`config.mk`:
```
export PLATFORM = sky130hd
export DESIGN_NAME = ipdc_ctrl
export DESIGN_NICKNAME = d
export VERILOG_FILES = /design/src/rtl/core/ipdc_pkg.sv /design/src/rtl/core/ipdc_ctrl.sv
export SDC_FILE = /design/constraint.sdc
export NUM_CORES = 1
export LEC_CHECK = 0
export ABC_AREA = 1
export ABC_CLOCK_PERIOD_IN_PS = 6900
export BUFFER_PORTS_ARGS = -buffer_cell sky130_fd_sc_hd__buf_2
export CAP_MARGIN = 20
export CORE_ASPECT_RATIO = 1.5
export CORE_MARGIN = 5
export CORE_UTILIZATION = 50
export DETAILED_ROUTE_END_ITERATION = 6
export GPL_TIMING_DRIVEN = 0
export PLACE_DENSITY = 0.77
export SYNTH_ARGS = -nofsm -noshare
export SYNTH_HDL_FRONTEND = slang
export SYNTH_SLANG_ARGS = --single-unit
```
`constraint.sdc`:
```
create_clock -name clk_i -period 6.9 [get_ports clk_i]
set_clock_uncertainty 0.15 [all_clocks]
set_input_delay 1.38 -clock clk_i [delete_from_list [all_inputs] [get_ports clk_i]]
set_output_delay 1.38 -clock clk_i [all_outputs]
set_load 0.02 [all_outputs]
```
`src/rtl/core/ipdc_pkg.sv`:
```
// Shared types and constants for the IR pulse duration capture block.
package ipdc_pkg;

  localparam int unsigned DepthDef  = 1024;
  localparam int unsigned DurW      = 31;
  localparam int unsigned StatusW   = 3;
  localparam int unsigned CntOutW   = 10;
  localparam int unsigned IdxInW    = 10;
  localparam int unsigned OpW       = 2;
  localparam int unsigned ResW      = StatusW + 1 + CntOutW + DurW + 1;

  localparam logic [DurW-1:0] MaxIdleRst = 31'd30000;

  // capture status codes
  localparam logic [StatusW-1:0] StStopped  = 3'd0;
  localparam logic [StatusW-1:0] StIdle     = 3'd1;
  localparam logic [StatusW-1:0] StRunning  = 3'd2;
  localparam logic [StatusW-1:0] StTimeout  = 3'd3;
  localparam logic [StatusW-1:0] StOverflow = 3'd4;

  // operation codes
  localparam logic [OpW-1:0] OpTick  = 2'd0;
  localparam logic [OpW-1:0] OpRearm = 2'd1;
  localparam logic [OpW-1:0] OpRead  = 2'd2;
  localparam logic [OpW-1:0] OpNop   = 2'd3;

  // per-word result leaving the control stage
  typedef struct packed {
    logic                  is_read;
    logic                  dur_valid;
    logic [DurW-1:0]       dur;
    logic [CntOutW-1:0]    count;
    logic                  done;
    logic [StatusW-1:0]    status;
  } ipdc_res_t;

  // magnitude of the signed modular difference, saturated to 31 bits
  function automatic logic [DurW-1:0] abs_delta(input logic [31:0] now_v,
                                                input logic [31:0] then_v);
    logic [31:0] diff;
    logic [31:0] neg;
    logic [DurW-1:0] res;
    diff = now_v - then_v;
    neg  = ~diff + 32'd1;
    if (diff[31]) begin
      res = neg[31] ? {DurW{1'b1}} : neg[DurW-1:0];
    end else begin
      res = diff[DurW-1:0];
    end
    return res;
  endfunction

endpackage

```
`src/rtl/core/ipdc_ctrl.sv`:
```
// Capture control: status, edge timing and count; drives memory accesses.
module ipdc_ctrl
  import ipdc_pkg::*;
#(
  parameter int unsigned DEPTH = DepthDef,
  parameter int unsigned AW    = $clog2(DEPTH)
) (
  input  logic              clk_i,
  input  logic              rst_ni,
  input  logic              accept_i,
  input  logic [OpW-1:0]    op_i,
  input  logic              pin_i,
  input  logic [31:0]       now_i,
  input  logic [IdxInW-1:0] idx_i,
  input  logic [DurW-1:0]   max_idle_i,
  output logic              we_o,
  output logic [AW-1:0]     waddr_o,
  output logic [DurW-1:0]   wdata_o,
  output logic              re_o,
  output logic [AW-1:0]     raddr_o,
  output ipdc_res_t         res_o
);

  localparam logic [AW-1:0] LastCount = AW'(DEPTH - 1);

  logic [StatusW-1:0] status_q, status_d;
  logic [31:0]        last_q, last_d;
  logic               prev_q, prev_d;
  logic [AW-1:0]      count_q, count_d;

  logic [DurW-1:0]       delta;
  logic [AW-1:0]         count_inc;
  logic [AW+IdxInW-1:0]  idx_ext;
  logic [AW+IdxInW-1:0]  cnt_ext;
  logic [AW+IdxInW-1:0]  cnt_d_ext;
  logic                  rd_hit;
  logic                  store;

  assign delta     = abs_delta(now_i, last_q);
  assign count_inc = count_q + AW'(1);
  assign idx_ext   = {{AW{1'b0}}, idx_i};
  assign cnt_ext   = {{IdxInW{1'b0}}, count_q};
  assign rd_hit    = idx_ext < cnt_ext;

  always_comb begin
    status_d = status_q;
    last_d   = last_q;
    prev_d   = prev_q;
    count_d  = count_q;
    store    = 1'b0;
    re_o     = 1'b0;
    unique case (op_i)
      OpTick: begin
        if (status_q == StIdle) begin
          if (!pin_i) begin
            status_d = StRunning;
            last_d   = now_i;
            prev_d   = 1'b0;
          end
        end else if (status_q == StRunning) begin
          if (pin_i != prev_q) begin
            store   = 1'b1;
            count_d = count_inc;
            if (count_inc == LastCount) begin
              status_d = StOverflow;
            end else begin
              last_d = now_i;
            end
          end else if (delta > max_idle_i) begin
            store    = 1'b1;
            count_d  = count_inc;
            status_d = StTimeout;
          end
          prev_d = pin_i;
        end
      end
      OpRearm: begin
        count_d  = '0;
        status_d = StIdle;
      end
      OpRead: begin
        re_o = accept_i & rd_hit;
      end
      OpNop: begin
      end
      default: begin
      end
    endcase
  end

  assign we_o    = accept_i & store;
  assign waddr_o = count_q;
  assign wdata_o = delta;
  assign raddr_o = idx_ext[AW-1:0];

  assign cnt_d_ext = {{IdxInW{1'b0}}, count_d};

  always_comb begin
    res_o.is_read   = (op_i == OpRead);
    res_o.dur_valid = store | ((op_i == OpRead) & rd_hit);
    res_o.dur       = store ? delta : '0;
    res_o.count     = cnt_d_ext[CntOutW-1:0];
    res_o.status    = status_d;
    res_o.done      = (status_d == StTimeout) | (status_d == StOverflow);
  end

  always_ff @(posedge clk_i or negedge rst_ni) begin
    if (!rst_ni) begin
      status_q <= StStopped;
      last_q   <= '0;
      prev_q   <= 1'b0;
      count_q  <= '0;
    end else if (accept_i) begin
      status_q <= status_d;
      last_q   <= last_d;
      prev_q   <= prev_d;
      count_q  <= count_d;
    end
  end

endmodule

```
**Word level (Yosys, flattened, before mapping)**

Index checks and enable logic that the tools add are counted.

- $add $sub $neg: 3
- Order comparisons: 2
- Equal/unequal tests: 10
- Multiplexer cells: 29
- Bitwise logic cells: 6
- Reduce and logical (&&, ||, !) cells: 5

Operators by type and width:

| operator | count |
|---|---|
| 32-bit 2-to-1 mux | 5 |
| 31-bit 2-to-1 mux | 3 |
| 10-bit 2-to-1 mux | 4 |
| 32-bit by 1-bit adder with 32-bit output (second input constant) | 1 |
| 32-bit NOT | 1 |
| 32-bit subtractor | 1 |
| 31-bit > comparator | 1 |
| 10-bit case mux with 2 select lines | 1 |
| 3-bit 2-to-1 mux | 6 |
| 10-bit by 1-bit adder with 10-bit output (second input constant) | 1 |
| 10-bit == test (second input constant) | 1 |
| 10-bit less-than comparator | 1 |
| 1-bit 2-to-1 mux | 9 |
| 3-bit by 2-bit == test with 1-bit output (second input constant) | 2 |
| 3-bit case mux with 2 select lines | 1 |
| 6-bit AND reduction | 1 |
| 2-bit != test (second input constant) | 2 |
| 4-bit AND reduction | 1 |
| 2-bit nonzero test | 2 |
| 1-bit AND | 3 |
| 3-bit by 1-bit == test with 1-bit output (second input constant) | 1 |
| 3-bit == test (second input constant) | 1 |
| 2-bit by 1-bit == test with 1-bit output (second input constant) | 1 |
| 2-bit == test (second input constant) | 1 |
| other kinds (3) | 4 |

- Register bits after elaboration: 46
- Bits of input ports: 79
- Output and inout port bits: 100

**Longest topological paths before layout**

Gate-level depths: netlist (run 1).

- Depth in word-level cells: 13
- Depth in mapped cells: 39
- Mapped depth without buffers: 38

**Worst setup path after synthesis (run 1)**

No wires, ideal clock.

- Path type: input -> output
- Start point: input now_i[0]
- End point: output res_o[23] (netlist bit)
- Arrival time: 5578 ps
- Data required time: 5370 ps
- Setup slack: -208 ps
- Cell stages on the path: 32
- Path buffers: 2
- Cells stage by stage: inv_1 > ha_1 > inv_1 > fa_1 > xor2_1 > nor3_1 > nand2_1 > nor2_2 > nand3b_1 > nor2_2 > nand3_2 > nor2_4 > nand3_2 > inv_2 > nand3_4 > clkbuf_1 > nand2_1 > ha_1 > nand2_1 > o21bai_1 > a21oi_1 > nor2_1 > o21ai_0 > nand3b_1 > nand2_1 > nand2_1 > nand2_1 > nand2_1 > inv_1 > nand2_1 > clkbuf_1 > a21oi_1

RTL lines:

| what | line | RTL |
|---|---|---|
| start: declaration | ipdc_ctrl.sv:13 | `input logic [31:0] now_i,` |
| end: declaration | ipdc_ctrl.sv:21 | `output ipdc_res_t res_o` |

==> results of run 1 <==
[worst min-delay path by stage]
stage,depth (start not counted),slack (ns),startpoint,end
6_report,2,0.37,last_q[26],last_q[26]
5_1_grt,2,0.39,last_q[21],last_q[21]
4_1_cts,2,0.37,last_q[6],last_q[6]
3_5_place_dp,2,0.33,last_q[0],last_q[0]
3_3_place_gp,2,0.32,last_q[0],last_q[0]
2_1_floorplan,2,0.31,last_q[0],last_q[0]
[sequential cells by signal, indices dropped and copies added (netlist names)]
name and count:
waddr_o 10, prev_q 1, last_q 32, status_q 3
[layout make-up]
| class | count | area share, % |
|---|---|---|
| buffer | 28 | 2.594 |
| clock inverter | 1 | 0.3067 |
| tap | 162 | 2.070 |
| timing repair buffer | 220 | 15.41 |
| multi-input combinational | 879 | 57.44 |
| sequential | 46 | 11.76 |
| clock buffer | 7 | 1.355 |
| inverter | 228 | 9.061 |
[timing repair]
| action | 4_1_cts | 5_1_grt |
|---|---|---|
| setup buffers | 23 | 16 |
| endpoints found under the hold margin | 0 | 0 |
| setup endpoints to repair | 45 | 45 |
| gates resized for setup | 125 | 151 |
| pin swaps | 32 | 45 |
| gates cloned | 3 | 0 |
[layer usage]
layer	global-route usage, %	up-vias	part of all wire [%]
met1	28.04	3797	35
met3	3.333	83	5.6
met2	56.90	301	54
met5	0	-	0
li1	-	4184	-
met4	13.38	0	6.1
[layout by cell type (no fill, tap or decap), drive strengths merged, types with 3 or more instances in the layout]
cell type,synthesis,routed
a31oi,3,3
nand3b,12,12
buf,16,234
xor2,20,20
o21ai,52,52
and2,3,3
nand3,73,73
a21oi,108,108
nand2,339,339
xnor2,6,6
dfrtp,46,46
inv,227,226
nand4,26,26
clkbuf,12,21
nor3,13,13
nor2,134,134
and3,3,3
ha,74,74
[logic make-up after synthesis]
logic type,Yosys count
simple gates,606
flops,46
fa+ha+maj,75
compound gates,171
buf+inv,256
mux,1
xor+xnor,26
[per-stage QoR]
| stage | area, um^2 | setup slack (ns) | setup TNS, ns |
|---|---|---|---|
| after CTS | 9027 | -0.5422 | -20.86 |
| after global placement | 8167 | -1.432 | -58.77 |
| after detailed placement | 8167 | -1.477 | -60.56 |
| final | 9791 | -0.6551 | -26.45 |
| after floorplan | 7078 | -0.01678 | -0.05033 |
| after global routing | 9791 | -0.9404 | -38.46 |
[critical path: cells and delay by family]
family          cells  cell delay, ns
fa+ha+maj           2            0.52
simple gates       15            2.06
compound gates      6            1.29
buf+inv             6            0.75
==> impl_metrics.json, run 1 <==
{
  "finalHoldWorstSlack_ns": 0.3677,
  "synth_cells": 1181,
  "syn_to_final_growth_pct": 43.18,
  "gp_congestion": 0.9608,
  "yosysWarnings": 0,
  "finalCoreUtilization_pct": 72.70,
  "ys.flop_type": "dfrtp_1",
  "rsz0062_at_grt": "true",
  "core.rowCount": 52,
  "final_layout_size_suffix_gt1_share_pct": 30.80,
  "numCtsBuffers": 5,
  "drtPass1Iterations": 7,
  "period_minus_slack_ns": 7.555,
  "drc": 1,
  "fp.dieW_um": 105.5,
  "max_slew_margin_pct": 25.55,
  "clk_pin_slew_ns": 0.07,
  "multi_input_area_um2": 5624,
  "critPathMaxStageDelay_ns": 0.41,
  "crit_top_cell": "nand2_1",
  "synth_area_um2": 6838,
  "grt_pass1_wl_um": 37840,
  "max_freq_ghz": 0.1324,
  "die_h_um": 153.2,
  "crit_required_ns": 5.37,
  "violations": "design-rule violations, negative setup slack",
  "final_cells": 1571,
  "setup_ws_ns": -0.6551,
  "cts_root_buffer": "clkbuf_16",
  "synth_area_leader_cell": "nand2_1",
  "ys_ff_latch": 46,
  "synthMuxAreaShare_pct": 0.1647,
  "synth_edf_count": 0,
  "setup-violations-final": 45,
  "avgSynthCellArea_um2": 5.790,
  "via_per_inst": 5.325,
  "cts_hold_buf": 0,
  "grt_max_degree": 47,
  "fin_nets": 1562,
  "place_inst": 1520,
  "clockBufferDepth": 2,
  "synth_most_common_cell": "nand2_1",
  "critPathLaunch": "now_i[17]",
  "cp-endpoint": "res_o[13]",
  "synthSimpleGateAreaFrac_pct": 38.04,
  "post-route-period-util_pct": 109.5,
  "vias": 8365,
  "ant_nets": 0,
  "cts_tree": "built",
  "grt_use_total_pct": 28.38,
  "cp-start-kind": "input pin",
  "cts.sinks": 46,
  "async_flop_share_pct": 100.0,
  "synth_compound_area_share_pct": 12.88,
  "synth_top_family_by_area": "simple AND/OR/NAND/NOR gates",
  "portBuffers": 177,
  "crit_arrival_ns": 6.03,
  "r2r_start": "last_q[17]",
  "yosysTopAreaCellShare_pct": 18.39,
  "ff2ff_path_depth": 33,
  "wl_per_cell_um": 15.80,
  "ctsHtreeMaxLevel": 2,
  "synth_commonest_cells": "nand2_1 (335), inv_1 (223), nor2_1 (127), a21oi_1 (108), ha_1 (74)",
  "start_util_pct": 50.77,
  "cp_slowest_cell": "o21ai_0",
  "yosysSeqAreaShare_pct": 16.83,
  "synth-xor-area-share_pct": 3.440,
  "end_kind": "output pin",
  "crit_type": "input pin to output pin",
  "r2r_slack_ns": 1.63,
  "post-dp-hpwl_um": 18640,
  "cp_max_fo": 8,
  "min_path_type": "register to register",
  "timing.final.hold_violations": 0,
  "diodes": 0,
  "drt_iter0_drc": 408,
  "fillers": 1101,
  "synthTopCellsByArea": "nand2_1 (18%), dfrtp_1 (17%), ha_1 (14%)",
  "fp.coreArea_um2": 13470,
  "r2r_end": "status_q[0]",
  "insertion_delay_ns": 0.29,
  "outcome": "complete, but fails checks",
  "drv_cap": 0,
  "tightest_slew_ns": 1.107,
  "grt_pass1_vias": 8195,
  "synth.net_count": 1335,
  "synthAdderAreaFrac_pct": 13.83,
  "synthDistinctLibCells": 38,
  "overflow": 0,
  "drv_slew": 0,
  "antenna_found_initial": 0,
  "die-area_um2": 16160,
  "pin_count": 179,
  "register_area_um2": 1151,
  "wirelength_um": 24830
}
Power of run 1 is not shown: default switching activity piles up to over one toggle a cycle in this logic, so the estimate is an artifact.
==> inputs of run 2 (changes only) <==
--- a/constraint.sdc
+++ b/constraint.sdc
@@ -4,2 +4,2 @@
 set_output_delay 1.38 -clock clk_i [all_outputs]
-set_load 0.02 [all_outputs]
+set_load 0.05 [all_outputs]
==> run 2 against run 1 <==
Effect of this change:
- the run ends with negative setup slack left
- non-clock buffer count up 5
- worst hold slack about the same
- clock-buffer cell count unchanged
- via count up 3.0%
- routed wire length up 2.9%
- cell count is 0.32% higher
- first-iteration DRC count is 10% higher
- critical path type unchanged
- critical endpoint is now res_o[27]
- largest cell class unchanged
- highest routed layer unchanged
==> impl_metrics.json, run 2 (same netlist as run 1, synthesis figures left out) <==
{
  "end_kind": "output pin",
  "timing.final.hold_violations": 0,
  "drt_iter0_drc": 450,
  "grt_use_total_pct": 30.14,
  "r2r_start": "last_q[0]",
  "final_cell_mix": "nand2_1 (280), inv_1 (199), buf_2 (132)",
  "ff2ff_path_depth": 32,
  "core.rowCount": 52,
  "period_minus_slack_ns": 7.530,
  "wl_per_cell_um": 16.21,
  "multi_input_area_um2": 5949,
  "cts_hold_buf": 0,
  "r2r_slack_ns": 1.85,
  "cp_max_fo": 8,
  "critical_path_depth": 35,
  "r2r_end": "waddr_o[7]",
  "setup_ws_ns": -0.6299,
  "critPathMaxStageDelay_ns": 0.42,
  "clk_pin_slew_ns": 0.07,
  "register_area_um2": 1151,
  "grt_pass1_wl_um": 40250,
  "diodes": 0,
  "cp_slowest_cell": "fa_2",
  "fin_nets": 1567,
  "cp-start-kind": "input pin",
  "cts_root_buffer": "clkbuf_16",
  "whs_endpoint": "last_q[8]",
  "layout_commonest_cell": "nand2_1",
  "crit_arrival_ns": 6.00,
  "rsz0062_at_grt": "true",
  "placed_area_um2": 8771,
  "cp_top_family": "simple AND/OR/NAND/NOR gates",
  "fp.dieW_um": 105.5,
  "fp.coreArea_um2": 13470,
  "crit_required_ns": 5.37,
  "outcome": "complete, but fails checks",
  "drc": 0,
  "drv_slew": 0,
  "ctsHtreeMaxLevel": 2,
  "gp_congestion": 0.9620,
  "vias": 8613,
  "grt_max_degree": 27,
  "final_layout_size_suffix_gt1_share_pct": 33.03,
  "ant_nets": 0,
  "pin_count": 179,
  "die_h_um": 153.2,
  "grt_pass1_vias": 8597,
  "max_flop_register": "last_q",
  "final_cell_area_um2": 10290,
  "portBuffers": 177,
  "wirelength_um": 25550,
  "via_per_inst": 5.465,
  "max_slew_margin_pct": 31.95,
  "violations": "negative setup slack",
  "insertion_delay_ns": 0.31,
  "post-route-period-util_pct": 109.1,
  "cts_tree": "built",
  "numCtsBuffers": 5,
  "setup-violations-final": 45,
  "holdPathStages": 2,
  "drtPass1Iterations": 5,
  "max_freq_ghz": 0.1328,
  "start_util_pct": 50.77,
  "post-dp-hpwl_um": 19430,
  "drv_cap": 0,
  "overflow": 0,
  "tightest_slew_ns": 1.011,
  "fillers": 1018,
  "syn_to_final_growth_pct": 50.49,
  "dp_slack_ns": -1.065,
  "finalHoldWorstSlack_ns": 0.3681,
  "antenna_found_initial": 0,
  "finalCoreUtilization_pct": 76.40,
  "hp-start": "last_q[8]",
  "clockBufferDepth": 2,
  "die-area_um2": 16160,
  "min_path_type": "register to register",
  "crit_buf_inv": 10,
  "largest_reg_flops": 32,
  "crit_type": "input pin to output pin",
  "cts.sinks": 46
}
## run 2: area by class of cell
cell class	instances	area share (%)
Tap cell	162	1.970
Sequential cell	46	11.19
Multi-Input combinational cell	879	57.82
Timing Repair Buffer	227	16.25
Buffer	26	2.067
Clock inverter	1	0.08512
Inverter	228	9.144
Clock buffer	7	1.483
## run 2: worst max path at each step
stage | slack [ns] | endpoint | startpoint
4_1_cts | -0.45 | res_o[36] | now_i[0]
2_1_floorplan | -0.05 | res_o[3] | now_i[0]
5_1_grt | -0.90 | res_o[39] | now_i[17]
6_report | -0.63 | res_o[27] | now_i[0]
3_3_place_gp | -1.02 | res_o[39] | now_i[2]
3_5_place_dp | -1.06 | res_o[39] | now_i[2]
## run 2: per-layer routing
layer | GRT usage (%) | part of all wire, % | routed length [um] | vias up
li1 | - | - | - | 4209
met2 | 59.49 | 55 | 13960 | 292
met1 | 30.24 | 36 | 9073 | 4020
met5 | 0 | 0 | 0 | -
met4 | 15.07 | 4.9 | 1254 | 0
met3 | 3.544 | 4.9 | 1254 | 92
## run 2: worst min-delay path, stage by stage (launching register included)
cell and delay [ns]:
dfrtp_1 0.36, inv_1 0.07, a21oi_1 0.06
## run 2: per-stage QoR
stage	instances	TNS, ns
floorplan	1181	-0.6050
global placement	1520	-38.26
detailed placement	1521	-40.03
CTS	1565	-15.75
global route	1576	-36.60
finish	1576	-25.71
## run 2: what timing repair did
item	CTS	global route
pin swaps	45	17
gates resized for setup	186	66
setup endpoints to repair	45	45
buffers inserted	35	12
cloned	2	1
Power of run 2 is left out for the same reason.
