[config.mk]
export PLATFORM = sky130hd
export DESIGN_NAME = ipdc_outq
export DESIGN_NICKNAME = d
export VERILOG_FILES = /design/src/rtl/core/ipdc_pkg.sv /design/src/rtl/core/ipdc_outq.sv
export SDC_FILE = /design/constraint.sdc
export NUM_CORES = 1
export LEC_CHECK = 0
export BUFFER_PORTS_ARGS = -buffer_cell sky130_fd_sc_hd__buf_4
export CORE_ASPECT_RATIO = 1.25
export CORE_MARGIN = 2
export CORE_UTILIZATION = 50
export DETAILED_ROUTE_END_ITERATION = 10
export PLACE_DENSITY_LB_ADDON = 0.05
export SLEW_MARGIN = 25
export SYNTH_ARGS = -nofsm -noshare
export SYNTH_HDL_FRONTEND = slang
export SYNTH_SLANG_ARGS = --single-unit
[constraint.sdc]
create_clock -name clk_i -period 5.1 [get_ports clk_i]
set_clock_uncertainty 0.2 [all_clocks]
set_input_delay 0.255 -clock clk_i [delete_from_list [all_inputs] [get_ports clk_i]]
set_output_delay 0.255 -clock clk_i [all_outputs]
set_load 0.02 [all_outputs]
[src/rtl/core/ipdc_pkg.sv]
// Shared types and constants for the IR pulse duration capture block.
package ipdc_pkg;

  localparam int unsigned DepthDef  = 1024;
  localparam int unsigned DurW      = 31;
  localparam int unsigned StatusW   = 3;
  localparam int unsigned CntOutW   = 10;
  localparam int unsigned IdxInW    = 10;
  localparam int unsigned OpW       = 2;
  localparam int unsigned ResW      = StatusW + 1 + CntOutW + DurW + 1;

  localparam logic [DurW-1:0] MaxIdleRst = 31'd30000;

  // capture status codes
  localparam logic [StatusW-1:0] StStopped  = 3'd0;
  localparam logic [StatusW-1:0] StIdle     = 3'd1;
  localparam logic [StatusW-1:0] StRunning  = 3'd2;
  localparam logic [StatusW-1:0] StTimeout  = 3'd3;
  localparam logic [StatusW-1:0] StOverflow = 3'd4;

  // operation codes
  localparam logic [OpW-1:0] OpTick  = 2'd0;
  localparam logic [OpW-1:0] OpRearm = 2'd1;
  localparam logic [OpW-1:0] OpRead  = 2'd2;
  localparam logic [OpW-1:0] OpNop   = 2'd3;

  // per-word result leaving the control stage
  typedef struct packed {
    logic                  is_read;
    logic                  dur_valid;
    logic [DurW-1:0]       dur;
    logic [CntOutW-1:0]    count;
    logic                  done;
    logic [StatusW-1:0]    status;
  } ipdc_res_t;

  // magnitude of the signed modular difference, saturated to 31 bits
  function automatic logic [DurW-1:0] abs_delta(input logic [31:0] now_v,
                                                input logic [31:0] then_v);
    logic [31:0] diff;
    logic [31:0] neg;
    logic [DurW-1:0] res;
    diff = now_v - then_v;
    neg  = ~diff + 32'd1;
    if (diff[31]) begin
      res = neg[31] ? {DurW{1'b1}} : neg[DurW-1:0];
    end else begin
      res = diff[DurW-1:0];
    end
    return res;
  endfunction

endpackage

[src/rtl/core/ipdc_outq.sv]
// Three-word output queue decoupling the result stage from the master side.
module ipdc_outq
  import ipdc_pkg::*;
(
  input  logic            clk_i,
  input  logic            rst_ni,
  input  logic            push_i,
  input  logic [ResW-1:0] wdata_i,
  output logic            valid_o,
  input  logic            ready_i,
  output logic [ResW-1:0] rdata_o,
  output logic [1:0]      fill_o
);

  localparam logic [1:0] LastSlot = 2'd2;

  logic [ResW-1:0] slot_q [3];
  logic [1:0]      wptr_q, rptr_q, fill_q;
  logic            pop;

  assign valid_o = (fill_q != 2'd0);
  assign pop     = valid_o & ready_i;
  assign rdata_o = slot_q[rptr_q];
  assign fill_o  = fill_q;

  always_ff @(posedge clk_i) begin
    if (push_i) begin
      slot_q[wptr_q] <= wdata_i;
    end
  end

  always_ff @(posedge clk_i or negedge rst_ni) begin
    if (!rst_ni) begin
      wptr_q <= '0;
      rptr_q <= '0;
      fill_q <= '0;
    end else begin
      if (push_i) begin
        wptr_q <= (wptr_q == LastSlot) ? 2'd0 : wptr_q + 2'd1;
      end
      if (pop) begin
        rptr_q <= (rptr_q == LastSlot) ? 2'd0 : rptr_q + 2'd1;
      end
      if (push_i && !pop) begin
        fill_q <= fill_q + 2'd1;
      end else if (pop && !push_i) begin
        fill_q <= fill_q - 2'd1;
      end
    end
  end

endmodule

# After elaboration in Yosys (flattened, before gate mapping)
# Memory sizes are Yosys's and may differ from the RTL's.
# Cells that the tools add are included.
word_totals:
  reg_bits: 6
  ram_bits: 138
  input_bits: 50
  output_inout_bits: 49
  word_cells: 23
  n_memories: 1
mem_list:
  columns: ["memory", "depth", "width", "read_ports", "rd_clocked_by_memory_dff", "write_ports", "line", "rtl"]
  rows:
  - ["slot_q", 3, 46, 1, 0, 1, "ipdc_outq.sv:17", "logic [ResW-1:0] slot_q [3];"]
classes:
  addsub: 4
  n_eq_ne: 2
  n_mux: 6
  bitwise_logic: 1
  n_reduce_logical: 6
op_table:
  columns: ["op", "count"]
  rows:
  - ["$mux 2", 4]
  - ["$add 2x1->2 const B", 3]
  - ["$eq 2x2->1 const B", 2]
  - ["$reduce_bool 2->1", 2]
  - ["$logic_and 1x1->1", 2]
  - ["$logic_not 1->1", 2]
  - ["$mux 1", 2]
  - ["$sub 2x1->2 const B", 1]
  - ["$and 1x1->1", 1]

# Longest topological paths before layout
# Gate-level depths: netlist (run 1).
depth:
  ltp_word: 5
  depth_mapped: 5
  ltp_nobuf: 5

# Worst setup path before layout (run 1)
# OpenSTA, ideal clock, no wires.
synth_path:
  path_type: "register -> register"
  startpoint: "register wptr_q[0]"
  endpoint: "memory slot_q[2][0] in the netlist's numbering (enable)"
  t_arrival_ns: 3.803
  t_required_ns: 4.384
  slack_ns: 0.581
  path_stages_with_launch: 2
  n_path_buf: 0
  path_cell_list: "dfrtp_1 > nor3b_1"
synth_lines:
  columns: ["item", "line", "rtl"]
  rows:
  - ["from (decl)", "ipdc_outq.sv:18", "logic [1:0] wptr_q, rptr_q, fill_q;"]
  - ["from (signal assigned)", "ipdc_outq.sv:39", "wptr_q <= (wptr_q == LastSlot) ? 2'd0 : wptr_q + 2'd1;"]
  - ["to (decl)", "ipdc_outq.sv:17", null]
# No word-level cell before the write port.

# Final worst setup path (run 1)
layout_path:
  startpoint: "register rptr_q[1]"
  endpoint: "output rdata_o[44]"
layout_via:
  elab_chain_len: 1
layout_lines:
  columns: ["item", "line", "rtl"]
  rows:
  - ["from (decl)", "ipdc_outq.sv:18", null]
  - ["from (signal assigned)", "ipdc_outq.sv:42", "rptr_q <= (rptr_q == LastSlot) ? 2'd0 : rptr_q + 2'd1;"]
  - ["$mem_v2 3x46", null, null]
  - ["to (decl)", "ipdc_outq.sv:11", "output logic [ResW-1:0] rdata_o,"]
# No other way between the ends.

==> tab_implementation.tex, run 1 <==
\begin{tabular}{lr}
\hline
Metric & Value \\
\hline
\multicolumn{2}{l}{\textbf{Floorplanning}} \\
\quad Area of the die & 0.01168 sq mm \\
\quad Total I/O pin count & 99 \\
\quad Starting density of the core & 0.5124 \\
\quad Number of placement rows & 42 \\
\quad Die boundary width & 97.06 um \\
\quad CORE AREA & 0.01056 sq mm \\
\quad Height of the die & 120.3 um \\
\multicolumn{2}{l}{\textbf{Global route}} \\
\quad Maximum number of pins on one net before global-route repair & just over 50 \\
\quad Via count of the first global-routing pass & between 3000 and 4000 \\
\quad Global-route wire length before repair & about 15000 um \\
\quad Total GRT Usage & 0.1780 \\
\quad Initial antenna violation count & 0 \\
\quad Remaining global-route overflow & 0 \\
\multicolumn{2}{l}{\textbf{Layout}} \\
\quad Synthesis-to-layout area growth & 37.03\% \\
\quad Share of cells above drive strength 1 & 0.2922 \\
\quad Final antenna diode count & 0 \\
\quad Share of the core filled with cells & 0.7022 \\
\quad Net count reported at finish & 524 \\
\multicolumn{2}{l}{\textbf{Hold path}} \\
\quad Hold-critical path depth & 4 \\
\quad HP Class & in2reg \\
\multicolumn{2}{l}{\textbf{CTS}} \\
\quad TritonCTS clock tree & done \\
\quad Clock sink total & between 100 and 150 \\
\quad Setup fix buffers added after clock tree synthesis & 0 \\
\quad Clock slew at reported path FFs & $\sim$0.05 ns \\
\quad Deepest level of the CTS H-tree & 4 \\
\quad Number of gates resized after CTS & 0 \\
\quad Clock buffer depth & 2 \\
\quad Master cell of the clock root buffer & sky130\_fd\_sc\_hd\_\_clkbuf\_16 \\
\quad Hold\_buf cts & just under 50 \\
\quad Clock latency reported for the late side of the worst-skew pair & 0.41 ns \\
\quad Inserted Clock Buffers & 17 \\
\multicolumn{2}{l}{\textbf{Yosys}} \\
\quad Area share of the leading cell type in the synthesized netlist & 0.7656 \\
\quad Number of distinct standard cells referenced by the synthesized netlist & 21 \\
\quad Main area contributors after synthesis & sky130\_fd\_sc\_hd\_\_edfxtp\_1, sky130\_fd\_sc\_hd\_\_mux2i\_1, sky130\_fd\_sc\_hd\_\_o21ai\_0 \\
\quad Sequential share of the synthesized area & 0.7933 \\
\quad Post-synthesis instance total & 317 \\
\quad Top cell type by total area after synthesis & sky130\_fd\_sc\_hd\_\_edfxtp\_1 \\
\quad Average footprint of a synthesized cell & about 17 sq um \\
\quad Number of warnings issued by yosys & 0 \\
\quad Total nets after synthesis & 368 \\
\quad \#FFs+latches synth & 144 \\
\quad Combined area of all synthesized cells & 0.005413 sq mm \\
\multicolumn{2}{l}{\textbf{Route}} \\
\quad Total number of vias & 3107 \\
\quad Drt first-iter violations & 210 \\
\quad Final routed wirelength across all metal layers & 9709 um \\
\quad Initial DRT Pass Iterations & 4 \\
\quad Routed vias/inst & 5.028 \\
\quad Count of unresolved DRC violations after routing & 0 \\
\quad Remaining antenna violation count & 0 \\
\quad WL per Instance & 15.71 um \\
\multicolumn{2}{l}{\textbf{Setup path}} \\
\quad Type of the worst setup path & reg2out \\
\quad Required time at the endpoint of the critical path & roughly 4.6 ns \\
\quad Startpoint kind of the worst setup timing path & flop \\
\quad Dominant cell type by count on the critical path & sky130\_fd\_sc\_hd\_\_buf\_4 \\
\quad Delay of the slowest cell on the worst path & 0.86 ns \\
\quad Critical-path maximum fanout & 50 \\
\quad CP arrival & 2.26 ns \\
\quad Critical path, cell by cell & buf\_4 > o21ai\_0 > buf\_4 \\
\quad Type of destination of the critical path & output pin \\
\quad Number of cells on the worst reg-to-reg path & 2 \\
\quad Max stage delay cell, worst path & sky130\_fd\_sc\_hd\_\_dfrtp\_2 \\
\multicolumn{2}{l}{\textbf{Timing}} \\
\quad FMAX & 369.0 MHz \\
\quad Max Transition Viols Final & 0 \\
\quad Setup Total Neg Slack & 0 ns \\
\quad Unrepaired setup endpoints after global routing & no \\
\quad Min cycle time layout & $\sim$2.7 ns \\
\quad Slew headroom & 0.4008 \\
\quad Final Setup Violations & 0 \\
\quad Worst slew pin tran & $\sim$0.9 ns \\
\quad Hold\_ws & 0.08909 ns \\
\quad Final critical-path share of the clock period & 0.5314 \\
\quad Number of failing hold endpoints at the final stage & 0 \\
\multicolumn{2}{l}{\textbf{Place}} \\
\quad Count of buffers inserted at the top-level ports & 98 \\
\quad Final HPWL from detailed placement & 5622 um \\
\quad Routability congestion estimate & about 0.76 \\
\multicolumn{2}{l}{\textbf{Power and ir drop}} \\
\quad Pwr Total & 4.401 mW \\
\quad Cell Pwr Density & 593.4 mW/mm\^{}2 \\
\quad Max IR drop VDD & $\sim$380 uV \\
\quad Leakage power summed over all cells & 2.789 nW \\
\multicolumn{2}{l}{\textbf{Job}} \\
\quad Count of max-cap constraint violations & 0 \\
\multicolumn{2}{l}{\textbf{Run status}} \\
\quad Result of the run & completed \\
\hline
\end{tabular}
[per-layer routing]
metal | vias up | wire length [um] | track usage
li1 | 1506 | - | -
met1 | 1509 | 3815 | 0.1947
met2 | 73 | 5249 | 0.3147
met3 | 19 | 455 | 0.06243
met4 | 0 | 189 | 0.07482
met5 | - | 0 | 0
[sequential cells by signal, indices dropped and copies added (netlist names)]
name    flops
slot_q    138
fill_o      2
rptr_q      2
wptr_q      2
[critical path: cells and delay by family, from the launching register on]
kind	cells	cell delay (ns)
AOI/OAI and AO/OA	1	0.24
buffers and inverters	2	0.74
DFF	1	0.86
[layout make-up]
class	instances	area, sq um
sequential	144	4299
clock inverter	9	177.7
inverter	1	3.754
tap	132	165.2
fill	728	3146
multi-input combinational	156	1002
clock buffer	23	498.0
timing repair buffer	153	1271
[cell usage after synthesis]
cell and n:
sky130_fd_sc_hd__buf_2 6, sky130_fd_sc_hd__mux2i_1 46, sky130_fd_sc_hd__o21ai_0 39, sky130_fd_sc_hd__xor2_1 2, sky130_fd_sc_hd__nor3b_1 1, sky130_fd_sc_hd__buf_6 4
sky130_fd_sc_hd__o21ai_1 9, sky130_fd_sc_hd__ha_1 1, sky130_fd_sc_hd__nor3_1 1, sky130_fd_sc_hd__nand2_1 48, sky130_fd_sc_hd__clkbuf_1 4, sky130_fd_sc_hd__inv_1 1
sky130_fd_sc_hd__xnor2_1 1, sky130_fd_sc_hd__nor2_1 2, sky130_fd_sc_hd__a21o_1 3, sky130_fd_sc_hd__or2_2 1, sky130_fd_sc_hd__edfxtp_1 138, sky130_fd_sc_hd__dfrtp_1 6
sky130_fd_sc_hd__buf_12 2, sky130_fd_sc_hd__nand2b_1 1, sky130_fd_sc_hd__nor3_2 1
[power by group]
part	switching, mW	internal (mW)	leakage (nW)
Clock	0.441	0.932	0.322
Sequential	0.173	1.52	1.34
Combinational	0.759	0.571	1.12
Total	1.37	3.03	2.79
[cell usage in the layout (no fill, tap or decap), types with 2 or more instances in the layout]
cell,count
sky130_fd_sc_hd__edfxtp_1,138
sky130_fd_sc_hd__clkbuf_8,5
sky130_fd_sc_hd__bufinv_16,5
sky130_fd_sc_hd__mux2i_1,46
sky130_fd_sc_hd__clkbuf_16,17
sky130_fd_sc_hd__o21ai_1,9
sky130_fd_sc_hd__xor2_1,2
sky130_fd_sc_hd__buf_4,104
sky130_fd_sc_hd__clkinvlp_4,3
sky130_fd_sc_hd__a21o_1,3
sky130_fd_sc_hd__dfrtp_1,4
sky130_fd_sc_hd__nand2_1,48
sky130_fd_sc_hd__o21ai_0,39
sky130_fd_sc_hd__dlygate4sd3_1,49
sky130_fd_sc_hd__nor3_2,2
[logic make-up (layout without fill, tap and decap cells)]
group	after synthesis	in the layout	share of synthesized area
xor gates and xnor gates	3	3	0.004855
AOI/OAI and AO/OA	51	51	0.04854
adders and majority gates	1	1	0.002311
DFF	144	144	0.7933
muxes	46	46	0.08507
and+or+nand+nor	55	55	0.04115
buffers and inverters	17	186	0.02473
[final timing paths]
kind	start	end	slack, ns
min in group asynchronous	rst_ni	wptr_q[0]	0.59
max in group asynchronous	rst_ni	rptr_q[0]	3.86
hold reg to reg	fill_o[1]	fill_o[1]	0.31
hold / removal	ready_i	rptr_q[1]	0.09
setup reg to reg	wptr_q[1]	slot_q[2][11]	2.68
setup / recovery	rptr_q[1]	rdata_o[44]	2.39
[stage by stage]
stage	instances	area [sq um]	setup slack [ns]
2_1_floorplan	317	5413	0.5811
3_3_place_gp	537	6248	2.621
3_5_place_dp	537	6248	2.599
4_1_cts	618	7415	2.153
5_1_grt	618	7417	2.211
6_report	618	7417	2.390
(Power assumes the default switching activity.)
==> inputs of run 2 (changes only) <==
ABC_AREA = 1   (was not set)
clock period = 2.65 ns   (was 5.1 ns; I/O delays follow)
==> run 2 against run 1 <==
Register-to-register slack got worse by 1.8 ns. Non-clock buffer count increased by 2. Combinational power increased by 140%. Core utilization decreased by 0.57 points. Sequential power increased by 81%. Synthesized cell count increased by 19%. Largest power group is now combinational cells. Critical path depth increased by 2. Die area decreased by 2.0%. Critical endpoint is now rdata_o[0]. Critical path type unchanged. First-iteration DRC count increased by 12%. Global-route usage increased by 2.2 points.
==> tab_implementation.tex, run 2 <==
\begin{tabular}{lr}
\hline
Metric & Value \\
\hline
\multicolumn{2}{l}{\textbf{Yosys}} \\
\quad Post-synthesis instance total & 376 (was 317) \\
\quad Most common cell in the synthesized netlist & sky130\_fd\_sc\_hd\_\_nand2\_1 (was sky130\_fd\_sc\_hd\_\_edfxtp\_1) \\
\quad Most frequent cells after synthesis & sky130\_fd\_sc\_hd\_\_nand2\_1, sky130\_fd\_sc\_hd\_\_edfxtp\_1, sky130\_fd\_sc\_hd\_\_nand3\_1, sky130\_fd\_sc\_hd\_\_inv\_1 (was sky130\_fd\_sc\_hd\_\_edfxtp\_1, sky130\_fd\_sc\_hd\_\_nand2\_1, sky130\_fd\_sc\_hd\_\_mux2i\_1, sky130\_fd\_sc\_hd\_\_o21ai\_0, sky130\_fd\_sc\_hd\_\_o21ai\_1) \\
\quad Total nets after synthesis & 427 (was 368) \\
\quad Area share of fa/ha/maj cells after synthesis & 0.002360 (was 0.002312) \\
\quad Combined area of all synthesized cells & 0.005301 sq mm (was 0.005413 sq mm) \\
\quad Number of warnings issued by yosys & 0 (unchanged) \\
\quad Multiplexer area fraction after synthesis & 0 (was 0.08507) \\
\quad Area share of the leading cell type in the synthesized netlist & 0.7817 (was 0.7656) \\
\quad Compound-gate portion of the synthesized area & 0.001888 (was 0.04854) \\
\quad Number of enable-type register cells in the synthesized netlist & 138 (unchanged) \\
\quad Average footprint of a synthesized cell & 14.10 sq um (was 17.07 sq um) \\
\quad Combinational family with the most area after synthesis & simple AND/OR/NAND/NOR gates (was multiplexers) \\
\quad Xor and xnor area share after synthesis & 0.001652 (was 0.004854) \\
\quad Main area contributors after synthesis & sky130\_fd\_sc\_hd\_\_edfxtp\_1, sky130\_fd\_sc\_hd\_\_nand2\_1, sky130\_fd\_sc\_hd\_\_nand3\_1 (was sky130\_fd\_sc\_hd\_\_edfxtp\_1, sky130\_fd\_sc\_hd\_\_mux2i\_1, sky130\_fd\_sc\_hd\_\_o21ai\_0) \\
\quad \#FFs+latches synth & 144 (unchanged) \\
\quad Sequential share of the synthesized area & 0.8100 (was 0.7933) \\
\quad Top cell type by total area after synthesis & sky130\_fd\_sc\_hd\_\_edfxtp\_1 (unchanged) \\
\quad Simple-gate share of the synthesized area & 0.1574 (was 0.04115) \\
\quad Fraction of synthesis flops using an asynchronous set or reset pin & 0.04167 (unchanged) \\
\quad Prevailing post-synth register cell & sky130\_fd\_sc\_hd\_\_edfxtp\_1 (unchanged) \\
\quad Number of distinct standard cells referenced by the synthesized netlist & 16 (was 21) \\
\multicolumn{2}{l}{\textbf{Layout}} \\
\quad Synthesis-to-layout area growth & 37.39\% (was 37.03\%) \\
\quad Fillers & 761 (was 728) \\
\quad Register bank with the most flops & slot\_q (unchanged) \\
\quad Most common cell after layout, fill and taps aside & sky130\_fd\_sc\_hd\_\_nand2\_1 (was sky130\_fd\_sc\_hd\_\_edfxtp\_1) \\
\quad Top library cells by usage in the layout, fill and taps aside & sky130\_fd\_sc\_hd\_\_nand2\_1, sky130\_fd\_sc\_hd\_\_edfxtp\_1, sky130\_fd\_sc\_hd\_\_buf\_4 (was sky130\_fd\_sc\_hd\_\_edfxtp\_1, sky130\_fd\_sc\_hd\_\_buf\_4, sky130\_fd\_sc\_hd\_\_dlygate4sd3\_1) \\
\quad Footprint of the flip-flops and latches & 0.004295 sq mm (was 0.004299 sq mm) \\
\quad Share of the core filled with cells & 0.6965 (was 0.7022) \\
\quad Final antenna diode count & 0 (unchanged) \\
\quad Net count reported at finish & 586 (was 524) \\
\quad Number of flip-flops in the largest register & 138 (unchanged) \\
\quad Share of cells above drive strength 1 & 0.2464 (was 0.2922) \\
\quad Area of the multi-input gates & 885.9 sq um (was 0.001002 sq mm) \\
\multicolumn{2}{l}{\textbf{Floorplanning}} \\
\quad CORE AREA & 0.01046 sq mm (was 0.01056 sq mm) \\
\quad Number of placement rows & 42 (unchanged) \\
\quad Height of the die & 119.1 um (was 120.3 um) \\
\quad Total I/O pin count & 99 (unchanged) \\
\quad Starting density of the core & 0.5069 (was 0.5124) \\
\quad Die boundary width & 96.10 um (was 97.06 um) \\
\quad Area of the die & 0.01145 sq mm (was 0.01168 sq mm) \\
\multicolumn{2}{l}{\textbf{Timing}} \\
\quad Final critical-path share of the clock period & 0.8667 \\
\quad FMAX & roughly 440 MHz \\
\quad Setup Total Neg Slack & 0 ns (unchanged) \\
\quad Hold\_ws & 0.2553 ns (was 0.08909 ns) \\
\quad Unrepaired setup endpoints after global routing & no (unchanged) \\
\quad Slew headroom & 0.6908 (was 0.4008) \\
\quad Number of failing hold endpoints at the final stage & 0 (unchanged) \\
\quad Worst slew pin tran & 0.4627 ns (was 0.8949 ns) \\
\quad Final Setup Violations & 0 (unchanged) \\
\quad Max Transition Viols Final & 0 (unchanged) \\
\quad Min cycle time layout & 2.297 ns \\
\multicolumn{2}{l}{\textbf{Setup path}} \\
\quad Delay of the slowest cell on the worst path & 0.54 ns (was 0.86 ns) \\
\quad Max stage delay cell, worst path & sky130\_fd\_sc\_hd\_\_dfrtp\_2 (unchanged) \\
\quad Worst-case register-to-register setup slack & 0.91 ns (was 2.68 ns) \\
\quad Critical path, cell by cell & nor2\_4 > buf\_12 > nand2\_1 > nand3\_1 > buf\_4 (was buf\_4 > o21ai\_0 > buf\_4) \\
\quad Critical path launch point & rptr\_q[1] (unchanged) \\
\quad CP arrival & 1.96 ns (was 2.26 ns) \\
\quad Critical-path maximum fanout & 34 (was 50) \\
\quad Required time at the endpoint of the critical path & 2.32 ns (was 4.64 ns) \\
\quad Endpoint of the most critical register-to-register path & slot\_q[2][24] (was slot\_q[2][11]) \\
\quad Type of destination of the critical path & output pin (unchanged) \\
\quad Critical Path Stages & 5 (was 3) \\
\quad Buffers \& Inverters on Critical Path & 2 (unchanged) \\
\quad Startpoint of the most critical register-to-register path & wptr\_q[0] (was wptr\_q[1]) \\
\quad Startpoint kind of the worst setup timing path & flop (unchanged) \\
\quad Number of cells on the worst reg-to-reg path & 4 (was 2) \\
\quad End point of the critical path & rdata\_o[0] (was rdata\_o[44]) \\
\quad Family of cells with the greatest summed delay on the critical path & simple AND/OR/NAND/NOR gates (was flip-flops) \\
\quad Type of the worst setup path & reg2out (unchanged) \\
\multicolumn{2}{l}{\textbf{Hold path}} \\
\quad HP Class & in2reg (unchanged) \\
\quad Hold-critical path depth & 2 (was 4) \\
\multicolumn{2}{l}{\textbf{Power and ir drop}} \\
\quad Cell Pwr Density & 1167 mW/mm\^{}2 (was 593.4 mW/mm\^{}2) \\
\quad Power spent charging and discharging nets & 2.931 mW (was 1.374 mW) \\
\quad Internal cell power & 5.571 mW (was 3.028 mW) \\
\quad Sequential cell fraction of total power & 0.362 (was 0.386) \\
\quad Proportion of power drawn by combinational gates & 0.370 (was 0.302) \\
\quad Leakage power summed over all cells & 2.857 nW (was 2.789 nW) \\
\quad Share of total power consumed by net switching & 0.3447 (was 0.3121) \\
\quad Clk network pwr share & 0.268 (was 0.312) \\
\quad Max IR drop VDD & 683.4 uV (was 377.8 uV) \\
\multicolumn{2}{l}{\textbf{CTS}} \\
\quad Deepest level of the CTS H-tree & 4 (unchanged) \\
\quad Clock latency reported for the late side of the worst-skew pair & 0.41 ns (about the same) \\
\quad Clock slew at reported path FFs & 0.06 ns (was 0.05 ns) \\
\quad TritonCTS clock tree & done (unchanged) \\
\quad Inserted Clock Buffers & 17 (unchanged) \\
\quad Master cell of the clock root buffer & sky130\_fd\_sc\_hd\_\_clkbuf\_16 (unchanged) \\
\quad Clock sink total & 144 (unchanged) \\
\quad Clock buffer depth & 2 (unchanged) \\
\multicolumn{2}{l}{\textbf{Route}} \\
\quad Routed vias/inst & 4.957 (was 5.028) \\
\quad Remaining antenna violation count & 0 (unchanged) \\
\quad Drt first-iter violations & 236 (was 210) \\
\quad WL per Instance & 15.64 um (was 15.71 um) \\
\quad Total number of vias & 3371 (was 3107) \\
\quad Final routed wirelength across all metal layers & 10640 um (was 9709 um) \\
\quad Count of unresolved DRC violations after routing & 0 (unchanged) \\
\quad Initial DRT Pass Iterations & 4 (unchanged) \\
\multicolumn{2}{l}{\textbf{Run status}} \\
\quad Result of the run & completed (unchanged) \\
\multicolumn{2}{l}{\textbf{Global route}} \\
\quad Global-route wire length before repair & 16420 um (was 15460 um) \\
\quad Maximum number of pins on one net before global-route repair & 36 (was 51) \\
\quad Initial antenna violation count & 0 (unchanged) \\
\quad Total GRT Usage & 0.1996 (was 0.1780) \\
\quad Via count of the first global-routing pass & 3430 (was 3234) \\
\quad Remaining global-route overflow & 0 (unchanged) \\
\multicolumn{2}{l}{\textbf{Job}} \\
\quad Count of max-cap constraint violations & 0 (unchanged) \\
\multicolumn{2}{l}{\textbf{Place}} \\
\quad Count of buffers inserted at the top-level ports & 98 (unchanged) \\
\quad Final HPWL from detailed placement & 6025 um (was 5622 um) \\
\quad Routability congestion estimate & 0.7765 (was 0.7637) \\
\hline
\end{tabular}
## run 2: layer usage
metal,up-vias,GRT usage,wire [um]
li1,1634,-,-
met1,1615,0.2222,4188
met2,103,0.3459,5726
met3,19,0.05882,506
met4,0,0.08839,214
met5,-,0,0
## run 2: worst min path at each step
stage                      from       endpoint
detailed placement       rst_ni      fill_o[1]
CTS                 wdata_i[27]  slot_q[0][27]
finish              wdata_i[45]  slot_q[1][45]
global placement         rst_ni      fill_o[1]
floorplan                rst_ni      fill_o[0]
global route        wdata_i[27]  slot_q[1][27]
## run 2: repair_timing
action	CTS	global route
gates resized for setup	0	0
hold endpoints to repair	149	0
endpoints found under the setup margin	0	0
setup buffers	0	0
hold buffers	50	0
## run 2: cells by family (layout without fill, tap and decap cells)
logic type,count (synthesis),count (layout)
buf+inv,24,196
compound gates,2,2
xor+xnor,1,1
flops,144,144
fa+ha+maj,1,1
simple gates,204,204
## run 2: cell type report
cell class / count / area share
Clock buffer: 24 / 0.06202
Clock inverter: 8 / 0.01546
Inverter: 9 / 0.004638
Multi-Input combinational cell: 208 / 0.1216
Sequential cell: 144 / 0.5898
Tap cell: 132 / 0.02268
Timing Repair Buffer: 155 / 0.1838
## run 2: power by group through the flow
stage               clock [mW]  combinational, mW  sequential, mW
floorplan                    0               1.85            3.08
global placement             0               3.11            3.11
detailed placement           0               3.12            3.12
CTS                       2.31               3.19            3.08
global route              2.41               3.41            3.11
finish                    2.28               3.15            3.07
## run 2: per-stage QoR
step                instances  total power, mW  area (sq um)  setup slack (ns)
global route              680            8.931          7283            0.2101
global placement          598            6.223          6218            0.8183
floorplan                 376            4.930          5304            0.3546
finish                    680            8.503          7283            0.3534
CTS                       680            8.584          7283            0.3174
detailed placement        598            6.245          6218            0.7584
## run 2: worst reg2reg max path, cell delays in order, from the launching register on
cell                      delay (ns)
sky130_fd_sc_hd__dfrtp_1        0.37
sky130_fd_sc_hd__inv_1          0.08
sky130_fd_sc_hd__nand2_1        0.09
sky130_fd_sc_hd__nor2_4         0.38
sky130_fd_sc_hd__buf_12         0.29
==> inputs of run 3 (changes only) <==
MAX_ROUTING_LAYER = met4   (was not set)
==> run 3 against run 2 <==
Clock power about the same. Flip-flop and latch count did not move. Worst setup slack better by 0.011 ns. Cell count unchanged. Core utilization stayed put. Critical path depth is the same. Total power shrank 0.10%. Fmax grew 0.49%. Clock-buffer cell count did not move. Via count is 0.42% lower. Largest cell class unchanged.
==> tab_implementation.tex, run 3 (synthesized netlist as in run 2, its figures left out) <==
\begin{tabular}{lr}
\hline
Metric & Value \\
\hline
\multicolumn{2}{l}{\textbf{Layout}} \\
\quad Most common cell after layout, fill and taps aside & sky130\_fd\_sc\_hd\_\_nand2\_1 (unchanged) \\
\quad Register bank with the most flops & slot\_q (unchanged) \\
\quad Top library cells by usage in the layout, fill and taps aside & sky130\_fd\_sc\_hd\_\_nand2\_1, sky130\_fd\_sc\_hd\_\_edfxtp\_1, sky130\_fd\_sc\_hd\_\_buf\_4 (unchanged) \\
\quad Number of flip-flops in the largest register & 138 (unchanged) \\
\quad Footprint of the flip-flops and latches & 0.004295 sq mm (unchanged) \\
\quad Synthesis-to-layout area growth & 37.39\% (unchanged) \\
\quad Share of cells above drive strength 1 & 0.2464 (unchanged) \\
\quad Fillers & 761 (unchanged) \\
\quad Net count reported at finish & 586 (unchanged) \\
\quad Share of the core filled with cells & 0.6965 (unchanged) \\
\quad Area of the multi-input gates & 885.9 sq um (unchanged) \\
\quad Final antenna diode count & 0 (unchanged) \\
\multicolumn{2}{l}{\textbf{Route}} \\
\quad Remaining antenna violation count & 0 (unchanged) \\
\quad WL per Instance & 15.57 um (was 15.64 um) \\
\quad Count of unresolved DRC violations after routing & 0 (unchanged) \\
\quad Total number of vias & 3357 (was 3371) \\
\quad Routed vias/inst & 4.937 (was 4.957) \\
\quad Final routed wirelength across all metal layers & 10590 um (was 10640 um) \\
\quad Initial DRT Pass Iterations & 5 (was 4) \\
\quad Drt first-iter violations & 219 (was 236) \\
\multicolumn{2}{l}{\textbf{Setup path}} \\
\quad Startpoint of the most critical register-to-register path & wptr\_q[0] (unchanged) \\
\quad Startpoint kind of the worst setup timing path & flop (unchanged) \\
\quad Type of destination of the critical path & output pin (unchanged) \\
\quad Type of the worst setup path & reg2out (unchanged) \\
\quad Endpoint of the most critical register-to-register path & slot\_q[2][26] (was slot\_q[2][24]) \\
\quad Required time at the endpoint of the critical path & 2.32 ns (about the same) \\
\quad Critical-path maximum fanout & 34 (unchanged) \\
\quad Worst-case register-to-register setup slack & 0.91 ns (about the same) \\
\quad Number of cells on the worst reg-to-reg path & 4 (unchanged) \\
\quad CP arrival & 1.95 ns (was 1.96 ns) \\
\multicolumn{2}{l}{\textbf{Global route}} \\
\quad Global-route wire length before repair & 16410 um (was 16420 um) \\
\quad Initial antenna violation count & 0 (unchanged) \\
\quad Maximum number of pins on one net before global-route repair & 36 (unchanged) \\
\quad Remaining global-route overflow & 0 (unchanged) \\
\quad Total GRT Usage & 0.2052 (was 0.1996) \\
\quad Via count of the first global-routing pass & 3429 (was 3430) \\
\multicolumn{2}{l}{\textbf{Timing}} \\
\quad Slew headroom & 0.6865 (was 0.6908) \\
\quad Max Transition Viols Final & 0 (unchanged) \\
\quad Unrepaired setup endpoints after global routing & no (unchanged) \\
\quad Worst slew pin tran & 0.4692 ns (was 0.4627 ns) \\
\quad Setup Total Neg Slack & 0 ns (unchanged) \\
\quad FMAX & 437.6 MHz (was 435.4 MHz) \\
\quad Number of failing hold endpoints at the final stage & 0 (unchanged) \\
\quad Final Setup Violations & 0 (unchanged) \\
\quad Final critical-path share of the clock period & 0.8624 (was 0.8667) \\
\quad Min cycle time layout & 2.285 ns (was 2.297 ns) \\
\multicolumn{2}{l}{\textbf{Floorplanning}} \\
\quad Die boundary width & 96.10 um (unchanged) \\
\quad Area of the die & 0.01145 sq mm (unchanged) \\
\quad Height of the die & 119.1 um (unchanged) \\
\quad CORE AREA & 0.01046 sq mm (unchanged) \\
\quad Starting density of the core & 0.5069 (unchanged) \\
\quad Number of placement rows & 42 (unchanged) \\
\quad Total I/O pin count & 99 (unchanged) \\
\multicolumn{2}{l}{\textbf{CTS}} \\
\quad Master cell of the clock root buffer & sky130\_fd\_sc\_hd\_\_clkbuf\_16 (unchanged) \\
\quad Number of gates resized after CTS & 0 (unchanged) \\
\quad TritonCTS clock tree & done (unchanged) \\
\quad Clock buffer depth & 2 (unchanged) \\
\quad Inserted Clock Buffers & 17 (unchanged) \\
\quad Deepest level of the CTS H-tree & 4 (unchanged) \\
\quad Clock latency reported for the late side of the worst-skew pair & 0.40 ns (was 0.41 ns) \\
\quad Clock slew at reported path FFs & 0.05 ns (was 0.06 ns) \\
\quad Clock sink total & 144 (unchanged) \\
\multicolumn{2}{l}{\textbf{Job}} \\
\quad Count of max-cap constraint violations & 0 (unchanged) \\
\multicolumn{2}{l}{\textbf{Place}} \\
\quad Routability congestion estimate & 0.7871 (was 0.7765) \\
\quad Final HPWL from detailed placement & 6025 um (unchanged) \\
\quad Count of buffers inserted at the top-level ports & 98 (unchanged) \\
\multicolumn{2}{l}{\textbf{Hold path}} \\
\quad HP Class & in2reg (unchanged) \\
\quad Worst hold path endpoint & slot\_q[0][25] (was slot\_q[1][45]) \\
\quad Hold Crit Start & wdata\_i[25] (was wdata\_i[45]) \\
\quad Hold-critical path depth & 2 (unchanged) \\
\multicolumn{2}{l}{\textbf{Power and ir drop}} \\
\quad Leakage power summed over all cells & 2.857 nW (unchanged) \\
\quad Cell Pwr Density & 1166 mW/mm\^{}2 (was 1167 mW/mm\^{}2) \\
\quad Max IR drop VDD & 679.8 uV (was 683.4 uV) \\
\multicolumn{2}{l}{\textbf{Run status}} \\
\quad Result of the run & completed (unchanged) \\
\hline
\end{tabular}
## run 3: layout make-up
class	instances	share of cell area
Timing Repair Buffer	155	0.1838
Tap cell	132	0.02268
Clock buffer	24	0.06202
Multi-Input combinational cell	208	0.1216
Sequential cell	144	0.5898
Clock inverter	8	0.01546
Inverter	9	0.004638
## run 3: routing by layer
layer  global-route usage  share of wire
met1               0.2245           0.40
met2               0.3459           0.54
met5                    -              0
met3              0.05566          0.044
met4              0.08839          0.014
## run 3: repair_timing
action                    in CTS  in global routing
hold buffers                  50                  0
setup buffers                  0                  0
hold endpoints to repair     149                  0
## run 3: through the flow
step | hold slack [ns] | setup slack [ns] | area, sq um | instances | power [mW]
after floorplan | -0.3631 | 0.3546 | 5304 | 376 | 4.930
after global placement | -0.2561 | 0.8183 | 6218 | 598 | 6.223
after detailed placement | -0.2554 | 0.7584 | 6218 | 598 | 6.245
after CTS | 0.2351 | 0.3174 | 7283 | 680 | 8.584
after global routing | 0.2445 | 0.2068 | 7283 | 680 | 8.931
final | 0.2572 | 0.3646 | 7283 | 680 | 8.494
## run 3: worst max path at each step
stage / from / to / cells past startpoint
floorplan: wptr_q[0] / slot_q[2][0] / 3
global placement: rptr_q[1] / rdata_o[43] / 5
finish: rptr_q[1] / rdata_o[0] / 5
global route: rptr_q[1] / rdata_o[45] / 5
detailed placement: rptr_q[1] / rdata_o[17] / 5
CTS: rptr_q[1] / rdata_o[17] / 5
## run 3: power by group
group          internal, mW  switching, mW  total [mW]
sequential             2.93          0.146        3.07
clock                  1.47          0.808        2.28
combinational          1.18           1.97        3.14
## run 3: critical path, cell delays in order (launching register included)
cell	delay, ns
sky130_fd_sc_hd__dfrtp_2	0.55
sky130_fd_sc_hd__nor2_4	0.39
sky130_fd_sc_hd__buf_12	0.27
sky130_fd_sc_hd__nand2_1	0.08
sky130_fd_sc_hd__nand3_1	0.10
sky130_fd_sc_hd__buf_4	0.15
